--- src/hw/rtl/ffpsd_pkg.sv ---
package ffpsd_pkg;

	localparam logic [7:0] ESC_BYTE   = 8'hFF;
	localparam logic [3:0] PREFIX_MAX = 4'd7;

	typedef enum logic [1:0] {
		PH_FIRST   = 2'd0,
		PH_PREFIX  = 2'd1,
		PH_PAYLOAD = 2'd2
	} phase_t;

	typedef struct packed {
		logic        valid;
		logic [63:0] size_value;
		logic [3:0]  code_bytes;
	} result_t;

	// Offset added to the payload of a code at level n: 2^(8n)-1.
	function automatic logic [63:0] level_offset(input logic [2:0] level);
		logic [63:0] off;
		case (level)
			3'd0:    off = 64'h0;
			3'd1:    off = 64'hFF;
			3'd2:    off = 64'hFFFF;
			3'd3:    off = 64'hFF_FFFF;
			3'd4:    off = 64'hFFFF_FFFF;
			3'd5:    off = 64'hFF_FFFF_FFFF;
			3'd6:    off = 64'hFFFF_FFFF_FFFF;
			3'd7:    off = 64'hFF_FFFF_FFFF_FFFF;
			default: off = 64'h0;
		endcase
		return off;
	endfunction

endpackage

--- src/hw/rtl/ffpsd_if.sv ---
interface ffpsd_in_if;
	logic       valid;
	logic       ready;
	logic [7:0] byte_in;

	modport source (output valid, output byte_in, input ready);
	modport sink   (input valid, input byte_in, output ready);
endinterface

interface ffpsd_out_if;
	logic        valid;
	logic        ready;
	logic [63:0] size_value;
	logic [3:0]  code_bytes;

	modport source (output valid, output size_value, output code_bytes, input ready);
	modport sink   (input valid, input size_value, input code_bytes, output ready);
endinterface

--- src/hw/rtl/ffpsd_decode.sv ---
module ffpsd_decode (
	input  logic              clk,
	input  logic              arst_n,
	input  logic              step,
	input  logic [7:0]        byte_in,
	output ffpsd_pkg::result_t res
);
	import ffpsd_pkg::*;

	phase_t      phase_q, phase_d;
	logic [2:0]  prefix_q, prefix_d;
	logic [3:0]  left_q, left_d;
	logic [63:0] acc_q, acc_d;
	logic [3:0]  seen_q, seen_d;

	logic [3:0]  level_next;
	logic [63:0] shifted;
	logic [3:0]  seen_inc;

	assign level_next = {1'b0, prefix_q} + 4'd1;
	assign shifted    = {acc_q[55:0], byte_in};
	assign seen_inc   = seen_q + 4'd1;

	always_ff @(posedge clk or negedge arst_n) begin
		if (!arst_n) begin
			phase_q  <= PH_FIRST;
			prefix_q <= 3'd0;
			left_q   <= 4'd0;
			acc_q    <= 64'd0;
			seen_q   <= 4'd0;
		end else if (step) begin
			phase_q  <= phase_d;
			prefix_q <= prefix_d;
			left_q   <= left_d;
			acc_q    <= acc_d;
			seen_q   <= seen_d;
		end
	end

	always_comb begin
		phase_d        = phase_q;
		prefix_d       = prefix_q;
		left_d         = left_q;
		acc_d          = acc_q;
		seen_d         = seen_q;
		res.valid      = 1'b0;
		res.size_value = {56'd0, byte_in};
		res.code_bytes = 4'd1;
		case (phase_q)
			PH_PREFIX: begin
				seen_d   = seen_inc;
				prefix_d = level_next[2:0];
				// A non-escape byte, or the last allowed prefix byte, opens the payload.
				if (!(byte_in == ESC_BYTE && level_next < PREFIX_MAX)) begin
					acc_d   = {56'd0, byte_in};
					left_d  = level_next;
					phase_d = PH_PAYLOAD;
				end
			end
			PH_PAYLOAD: begin
				if (left_q <= 4'd1) begin
					res.valid      = 1'b1;
					res.size_value = shifted + level_offset(prefix_q);
					res.code_bytes = seen_inc;
					phase_d        = PH_FIRST;
					prefix_d       = 3'd0;
					left_d         = 4'd0;
					acc_d          = 64'd0;
					seen_d         = 4'd0;
				end else begin
					acc_d  = shifted;
					seen_d = seen_inc;
					left_d = left_q - 4'd1;
				end
			end
			default: begin
				if (byte_in != ESC_BYTE) begin
					res.valid = 1'b1;
					phase_d   = PH_FIRST;
				end else begin
					phase_d  = PH_PREFIX;
					prefix_d = 3'd0;
					left_d   = 4'd0;
					acc_d    = 64'd0;
					seen_d   = 4'd1;
				end
			end
		endcase
	end

endmodule

--- src/hw/rtl/ff_prefix_size_decoder_top.sv ---
// A code's last byte passes the byte register and then the result register.
// Throughput: one byte per cycle unless sizes stalls a full result register;
// one result per completed code (1 to 15 bytes). The rate is set by the
// single-pass decode (state update, 64-bit offset add) between the registers.
// Reset (arst_n low, asynchronous) drops any partial code and empties both stages.
module ff_prefix_size_decoder_top (
	input  logic         clk,
	input  logic         arst_n,
	ffpsd_in_if.sink     stream,
	ffpsd_out_if.source  sizes
);
	import ffpsd_pkg::*;

	// Byte register: holds one accepted item until the decoder can take it.
	logic       valid_s1;
	logic [7:0] byte_s1;

	// Result register.
	logic        out_valid_q;
	logic [63:0] size_q;
	logic [3:0]  code_q;

	logic    advance;
	result_t res;

	// Advance the byte stage whenever the result register is empty or being taken.
	assign advance      = valid_s1 && (!out_valid_q || sizes.ready);
	assign stream.ready = !valid_s1 || advance;

	always_ff @(posedge clk or negedge arst_n) begin
		if (!arst_n) begin
			valid_s1 <= 1'b0;
		end else if (stream.ready) begin
			valid_s1 <= stream.valid;
		end
	end

	always_ff @(posedge clk) begin
		if (stream.ready && stream.valid) begin
			byte_s1 <= stream.byte_in;
		end
	end

	// Decoder state only moves on an item that actually advances.
	ffpsd_decode u_decode (
		.clk     (clk),
		.arst_n  (arst_n),
		.step    (advance),
		.byte_in (byte_s1),
		.res     (res)
	);

	// Load a result when one is produced; drop the valid flag once taken.
	always_ff @(posedge clk or negedge arst_n) begin
		if (!arst_n) begin
			out_valid_q <= 1'b0;
		end else if (advance) begin
			out_valid_q <= res.valid;
		end else if (sizes.ready) begin
			out_valid_q <= 1'b0;
		end
	end

	always_ff @(posedge clk) begin
		if (advance && res.valid) begin
			size_q <= res.size_value;
			code_q <= res.code_bytes;
		end
	end

	assign sizes.valid      = out_valid_q;
	assign sizes.size_value = size_q;
	assign sizes.code_bytes = code_q;

endmodule

--- src/flat_wrapper.sv ---
// flat-port wrapper written by rule: the top's interface ports become plain ports
module ff_prefix_size_decoder_top_flat import ffpsd_pkg::*;
  (clk, arst_n, stream_valid, stream_byte_in, stream_ready, sizes_valid, sizes_size_value, sizes_code_bytes, sizes_ready);
  ffpsd_in_if stream_i ();
  ffpsd_out_if sizes_i ();
  input  logic clk;
  input  logic arst_n;
  input wire logic [$bits(stream_i.valid)-1:0] stream_valid;
  input wire logic [$bits(stream_i.byte_in)-1:0] stream_byte_in;
  output wire logic [$bits(stream_i.ready)-1:0] stream_ready;
  output wire logic [$bits(sizes_i.valid)-1:0] sizes_valid;
  output wire logic [$bits(sizes_i.size_value)-1:0] sizes_size_value;
  output wire logic [$bits(sizes_i.code_bytes)-1:0] sizes_code_bytes;
  input wire logic [$bits(sizes_i.ready)-1:0] sizes_ready;
  assign stream_i.valid = stream_valid;
  assign stream_i.byte_in = stream_byte_in;
  assign stream_ready = stream_i.ready;
  assign sizes_valid = sizes_i.valid;
  assign sizes_size_value = sizes_i.size_value;
  assign sizes_code_bytes = sizes_i.code_bytes;
  assign sizes_i.ready = sizes_ready;
  ff_prefix_size_decoder_top u_core (.clk(clk), .arst_n(arst_n), .stream(stream_i), .sizes(sizes_i));
endmodule
--- config.mk ---
export PLATFORM = sky130hd
export DESIGN_NAME = ff_prefix_size_decoder_top_flat
export DESIGN_NICKNAME = d
export VERILOG_FILES = /design/src/hw/rtl/ffpsd_pkg.sv /design/src/hw/rtl/ffpsd_if.sv /design/src/hw/rtl/ffpsd_decode.sv /design/src/hw/rtl/ff_prefix_size_decoder_top.sv /design/src/flat_wrapper.sv
export SDC_FILE = /design/constraint.sdc
export NUM_CORES = 1
export LEC_CHECK = 0
export ABC_AREA = 1
export BUFFER_PORTS_ARGS = -buffer_cell sky130_fd_sc_hd__buf_2
export CORE_MARGIN = 2
export CORE_UTILIZATION = 55
export DETAILED_ROUTE_END_ITERATION = 8
export HOLD_SLACK_MARGIN = 0.12
export PLACE_DENSITY = 0.77
export SETUP_SLACK_MARGIN = 0.2
export SYNTH_ARGS = -nofsm -noshare
export SYNTH_HDL_FRONTEND = slang
export SYNTH_SLANG_ARGS = --single-unit
--- constraint.sdc ---
create_clock -name clk -period 5.35 [get_ports clk]
set_clock_uncertainty 0.2 [all_clocks]
set_input_delay 1.605 -clock clk [delete_from_list [all_inputs] [get_ports clk]]
set_output_delay 1.605 -clock clk [all_outputs]
set_load 0.02 [all_outputs]
==> results of run 1 <==
## worst max-delay path by stage
stage | end | slack (ps) | startpoint
after CTS | stream_ready | 1460 | sizes_ready
after global placement | u_core.u_decode.acc_q[40] | 1500 | sizes_ready
final | u_core.sizes.size_value[58] | 1390 | u_core.u_decode.prefix_q[0]
after detailed placement | u_core.u_decode.acc_q[49] | 1400 | sizes_ready
after floorplan | u_core.sizes.code_bytes[0] | 880 | sizes_ready
after global routing | u_core.sizes.size_value[58] | 1160 | u_core.u_decode.prefix_q[0]
## state kept, by name (all words and copies together) (netlist names), 2 cells and up
name / flops
u_core.byte_s1: 8
u_core.sizes.code_bytes: 4
u_core.u_decode.acc_q: 56
u_core.u_decode.prefix_q: 3
u_core.u_decode.seen_q: 4
u_core.u_decode.phase_q: 2
u_core.u_decode.left_q: 4
u_core.sizes.size_value: 64
## layout make-up
| cell class | count | area [um2] | area share (%) |
|---|---|---|---|
| Multi-Input combinational cell | 1062 | 5410 | 45.9 |
| Clock inverter | 15 | 158 | 1.34 |
| Clock buffer | 17 | 425 | 3.61 |
| Inverter | 265 | 997 | 8.46 |
| Tap cell | 234 | 293 | 2.48 |
| Sequential cell | 147 | 4060 | 34.4 |
| Timing Repair Buffer | 87 | 450 | 3.82 |
## per-stage QoR
stage | std cells | hold WS, ps
floorplan | 1496 | 281
global placement | 1795 | 303
detailed placement | 1795 | 331
CTS | 1827 | 347
global route | 1827 | 371
finish | 1827 | 345
## synthesized netlist by cell type, types with 2 or more instances
master / count
nor2_1: 173
a31oi_1: 3
o22ai_1: 46
inv_2: 9
clkbuf_1: 8
nor4_1: 2
buf_2: 8
nand2_2: 16
a22oi_1: 4
dfrtp_1: 71
nor2_2: 7
nand2_1: 420
clkinv_1: 3
and2_1: 6
nand3_1: 72
a21oi_1: 85
inv_1: 252
o21a_1: 3
nand4_1: 8
o21ai_1: 3
a21oi_2: 3
edfxtp_1: 76
o31ai_1: 2
buf_6: 5
nor2_4: 5
xor2_1: 5
o21ai_0: 79
ha_1: 61
a21boi_0: 3
a21o_1: 4
nand2_4: 3
a41oi_1: 5
xnor2_1: 6
nor3_1: 17
o21bai_1: 12
## worst reg2reg max path: cells and delay by family, from the launching register on
kind,cells,cell delay [ps]
fa+ha+maj,3,1030
buf+inv,1,140
simple gates,13,1940
flops,1,420
## layer usage
layer	up-vias	routed length (um)	global-route usage, %
met4	0	490	7.92
met5	-	0	0
met3	39	2990	5.13
met1	4642	13600	44.6
met2	447	13600	48.6
li1	4997	-	-
## kinds of logic (layout without fill, tap and decap cells)
logic type / after synthesis / after routing
adders and majority gates: 62 / 62
AOI/OAI and AO/OA: 255 / 255
and+or+nand+nor: 733 / 733
xor gates and xnor gates: 11 / 11
muxes: 1 / 1
buffers and inverters: 287 / 384
DFF: 147 / 147
## power breakdown
part / total [mW] / internal (mW) / leakage, nW / switching [mW]
combinational: 1.30 / 0.339 / 3.83 / 0.960
sequential: 1.61 / 1.51 / 1.72 / 0.103
clock: 1.20 / 0.625 / 0.278 / 0.579
==> results.sh, run 1 <==
export IMPL_place_ws_ps=1400
export IMPL_grt_max_degree=61
export IMPL_cts_root_buf="clkbuf_16"
export IMPL_cp_max_fo=10
export IMPL_synth_top_family_by_area="simple AND/OR/NAND/NOR gates"
export IMPL_wire_per_inst_um=16.8
export IMPL_synth_top_area_share_pct=21.6
export IMPL_synth_async_reset_ratio_pct=48.3
export IMPL_synth_mux_area_share_pct=0.0946
export IMPL_rows=50
export IMPL_dieArea_um2=20400
export IMPL_postCtsSetupBuffers=0
export IMPL_fin_nets=1654
export IMPL_rr_startpoint="u_core.u_decode.prefix_q[0]"
export IMPL_ant_nets=0
export IMPL_syn_avg_cell_area_um2=7.07
export IMPL_synth_adder_area_share_pct=7.40
export IMPL_drcViolationCount=0
export IMPL_ys_warn_count=0
export IMPL_grt_pass1_wl_um=47800
export IMPL_yosysUniqueCellTypes=46
export IMPL_grt_usage_pct=30.9
export IMPL_synthXorXnorAreaFrac_pct=0.910
export IMPL_vdd_drop_max_uv=1110
export IMPL_fin_crit_ps=3960
export IMPL_layout_commonest_cell="nand2_1"
export IMPL_max_cap_violations=0
export IMPL_io_buffers=81
export IMPL_vias=10100
export IMPL_p_leak_nw=5.83
export IMPL_cts_htree_levels=4
export IMPL_core_um2=18800
export IMPL_antenna_found_initial=0
export IMPL_synth_top_flop_cell="edfxtp_1"
export IMPL_fin_tns_setup_ps=0
export IMPL_synth_edf_count=76
export IMPL_clk_path_buf_depth=2
export IMPL_overflow=0
export IMPL_ys_seq_area_share_pct=38.4
export IMPL_cpMostUsedCell="nand2_1"
export IMPL_critPathKind="flop to flop"
export IMPL_cts_resized=0
export IMPL_yosysTopAreaCell="edfxtp_1"
export IMPL_start_util_pct=56.4
export IMPL_fp_dieH_um=143
export IMPL_post_dp_cell_area_um2=11200
export IMPL_synthToLayoutAreaGrowth_pct=11.4
export IMPL_antennaDiodeCount=0
export IMPL_syn_cell_area_um2=10600
export IMPL_setup_violations=0
export IMPL_r2r_cells=17
export IMPL_slowest_delay_ps=420
export IMPL_synth_simple_area_share_pct=28.9
export IMPL_power_total_mw=4.12
export IMPL_rsz0062_at_grt="false"
export IMPL_drt_iter0_drc=1190
export IMPL_cts_hold_fix_buffers=0
export IMPL_cts_tree="done"
export IMPL_worstPathRequired_ps=5350
export IMPL_fin_util_pct=62.8
export IMPL_path_clk_slew_ps=70
export IMPL_finalWeightedCongestion=1.00
export IMPL_r2r_end="u_core.sizes.size_value[58]"
export IMPL_crit_cells=17
export IMPL_synth_seq_cells=147
export IMPL_critPathLaunchType="flop"
export IMPL_synth_cells=1496
export IMPL_vias_per_cell=5.54
export IMPL_status="finished, final reports clean"
export IMPL_tightest_slew_ps=905
export IMPL_setup_slack_ps=1390
export IMPL_cpMaxStageDelayCell="dfrtp_1"
export IMPL_maxSlewHeadroom_pct=39.7
export IMPL_num_io_pins=82
export IMPL_routed_wl_um=30700
export IMPL_powerDensity_nw_per_um2=349
export IMPL_grt_pass1_vias=9166
export IMPL_synthTopCellsByArea="edfxtp_1 (22%), dfrtp_1 (17%), nand2_1 (15%), inv_1 (8.9%), ha_1 (7.2%)"
export IMPL_crit_buf_inv=1
export IMPL_layout_filler_cells=1727
export IMPL_hold_path_depth=2
export IMPL_synth_fp_nets=1570
export IMPL_worst_setup_path_end_kind="flop"
export IMPL_fin_area_um2=11800
export IMPL_final_cell_mix="nand2_1 (420), inv_1 (252), nor2_1 (172)"
export IMPL_drv_slew=0
export IMPL_worstHoldStart="u_core.u_decode.left_q[3]"
export IMPL_holdCritPathClass="flop to flop"
export IMPL_drtPass1Iterations=6
export IMPL_path_cells="inv_1, ha_1, nand2_1, ha_1, fa_1, nand3_1, nand2_1, nand2_1, nand2_1, nand2_1, nand2_1, nand2_1, nand3_1, nand2_1, nand3_1, nor2_1, nor2_1"
export IMPL_finalHoldViolCount=0
export IMPL_clock_latency_ps=440
export IMPL_cts_sinks=147
export IMPL_die_w_um=143
export IMPL_synth_compound_area_share_pct=13.7
export IMPL_r2r_slack_ps=1390
export IMPL_timing_fmax_mhz=253
export IMPL_cts_inserted_buffers=17
export IMPL_hpwl_um=23900
export IMPL_cp_data_arrival_time_ps=3960
export IMPL_layout_drive_gt1_share_pct=10.5
export IMPL_crit_family="simple AND/OR/NAND/NOR gates"
export IMPL_hold_path_end="u_core.u_decode.left_q[3]"
export IMPL_fin_crit_sh_pct=74.0
No activity file was read; power rests on OpenSTA's default activity.
==> inputs of run 2 (changes only) <==
- PLACE_DENSITY: 0.77 -> 0.74
- clock period: 5.35 -> 3.9 ns (I/O delays scaled with it)
==> run 2 against run 1 <==
Against the previous run: highest routed layer unchanged; global-route usage increased by 2.0 points; clock power increased by 36%; count of clock-buffer cells in the layout grew 1; sequential share of layout area down 0.091 points; critical path depth unchanged; critical path type unchanged; core utilization is 0.17 points higher; sequential power is 38% higher; critical endpoint unchanged; sequential cell count is the same; register-to-register slack worse by 970 ps.
==> results.sh, run 2 (same netlist as run 1, synthesis figures left out) <==
export IMPL_status="finished, final reports clean"
export IMPL_num_io_pins=82
export IMPL_largest_reg_flops=64
export IMPL_timing_fmax_mhz=288
export IMPL_grt_pass1_wl_um=50200
export IMPL_vdd_drop_max_uv=1660
export IMPL_tightest_slew_ps=859
export IMPL_routed_wl_um=32700
export IMPL_ant_nets=0
export IMPL_finalWeightedCongestion=0.993
export IMPL_fin_crit_ps=3470
export IMPL_finalHoldViolCount=0
export IMPL_dr_wl_met2_um=13700
export IMPL_grt_pass1_vias=9334
export IMPL_synthToLayoutAreaGrowth_pct=11.7
export IMPL_drcViolationCount=0
export IMPL_cts_htree_levels=4
export IMPL_max_cap_violations=0
export IMPL_worstPathRequired_ps=3890
export IMPL_rsz0062_at_grt="false"
export IMPL_cp_data_arrival_time_ps=3460
export IMPL_layout_drive_gt1_share_pct=10.7
export IMPL_fin_nets=1656
export IMPL_path_clk_slew_ps=70
export IMPL_fp_dieH_um=143
export IMPL_layout_commonest_cell="nand2_1"
export IMPL_layout_filler_cells=1724
export IMPL_postCtsSetupBuffers=0
export IMPL_slowest_delay_ps=440
export IMPL_drtPass1Iterations=6
export IMPL_cpMaxStageDelayCell="dfrtp_1"
export IMPL_worst_setup_path_end_kind="flop"
export IMPL_critPathKind="flop to flop"
export IMPL_cts_root_buf="clkbuf_16"
export IMPL_holdCritPathClass="flop to flop"
export IMPL_rows=50
export IMPL_critPathLaunchType="flop"
export IMPL_core_um2=18800
export IMPL_hold_ws_ps=331
export IMPL_start_util_pct=56.4
export IMPL_overflow=0
export IMPL_clk_path_buf_depth=2
export IMPL_grt_max_degree=63
export IMPL_final_cells=1829
export IMPL_vias=10300
export IMPL_antennaDiodeCount=0
export IMPL_die_w_um=143
export IMPL_antenna_found_initial=0
export IMPL_vias_per_cell=5.63
export IMPL_final_cell_mix="nand2_1 (419), inv_1 (252), nor2_1 (172)"
export IMPL_io_buffers=81
export IMPL_power_total_mw=5.70
export IMPL_powerDensity_nw_per_um2=482
export IMPL_p_leak_nw=5.84
export IMPL_wire_per_inst_um=17.9
export IMPL_wl_met1_um=15000
export IMPL_setup_violations=0
export IMPL_maxSlewHeadroom_pct=42.5
export IMPL_cts_inserted_buffers=17
export IMPL_grt_usage_pct=32.9
export IMPL_cp_max_fo=5
export IMPL_dieArea_um2=20400
export IMPL_route_met3_wl_um=3300
export IMPL_hpwl_um=25400
export IMPL_cts_sinks=147
export IMPL_drv_slew=0
export IMPL_cts_tree="done"
export IMPL_drt_iter0_drc=1175
export IMPL_highest_layer="met4"
export IMPL_dp_cells=1797
export IMPL_fin_tns_setup_ps=0
export IMPL_fin_crit_sh_pct=89.0
export IMPL_clock_latency_ps=440
export IMPL_path_cells="inv_1, ha_2, nand2_1, ha_1, fa_1, nand3_1, nand2_1, nand2_1, nand2_2, nand2_1, nand2_1, nand2_1, nand3_1, nand2_1, nand3_1, nor2_1, nor2_1"
export IMPL_cts_hold_fix_buffers=0
export IMPL_cpMostUsedCell="nand2_1"
-- run 2: worst max-delay path: cells and delay by family (launching register included) --
| family | cells | cell delay (ps) |
|---|---|---|
| fa+ha+maj | 3 | 890 |
| buf+inv | 1 | 150 |
| flops | 1 | 440 |
| simple gates | 13 | 1510 |
-- run 2: power by group --
group	internal, mW	leakage, nW	switching, mW	total, mW
Clock	0.850	0.274	0.780	1.63
Sequential	2.07	1.72	0.151	2.22
Combinational	0.476	3.85	1.37	1.84
Total	3.40	5.84	2.30	5.70
-- run 2: routing by layer --
metal / up-vias / track usage (%)
met4: 0 / 9.12
met5: - / 0
met1: 4711 / 49.4
met2: 526 / 49.2
li1: 5014 / -
met3: 47 / 5.43
-- run 2: final timing paths --
path	slack (ps)	startpoint	to	cells past startpoint
setup / recovery	430	u_core.u_decode.prefix_q[0]	u_core.sizes.size_value[58]	17
hold / removal	330	u_core.sizes.valid	u_core.sizes.valid	1
setup reg to reg	430	u_core.u_decode.prefix_q[0]	u_core.sizes.size_value[58]	17
hold reg to reg	330	u_core.sizes.valid	u_core.sizes.valid	1
max in group asynchronous	2180	arst_n	u_core.u_decode.acc_q[10]	2
min in group asynchronous	620	arst_n	u_core.u_decode.seen_q[1]	1
-- run 2: metrics by stage --
stage	setup WS (ps)	cell area (um2)	utilization [%]
after detailed placement	487	11200	59.9
after CTS	434	11800	63.0
final	427	11800	63.0
after global placement	560	11200	59.9
after global routing	268	11800	63.0
after floorplan	578	10600	-
-- run 2: final cells by class --
| type | instances | area (um2) | share of cell area [%] |
|---|---|---|---|
| inverter | 265 | 997 | 8.43 |
| clock buffer | 18 | 429 | 3.63 |
| tap | 234 | 293 | 2.48 |
| timing repair buffer | 89 | 490 | 4.15 |
| clock inverter | 14 | 140 | 1.19 |
| sequential | 147 | 4060 | 34.3 |
| multi-input combinational | 1062 | 5420 | 45.8 |
-- run 2: timing repair --
item                                    in CTS  in global routing
endpoints found under the setup margin       0                  3
resized for setup                            0                  2
endpoints found under the hold margin        0                  0
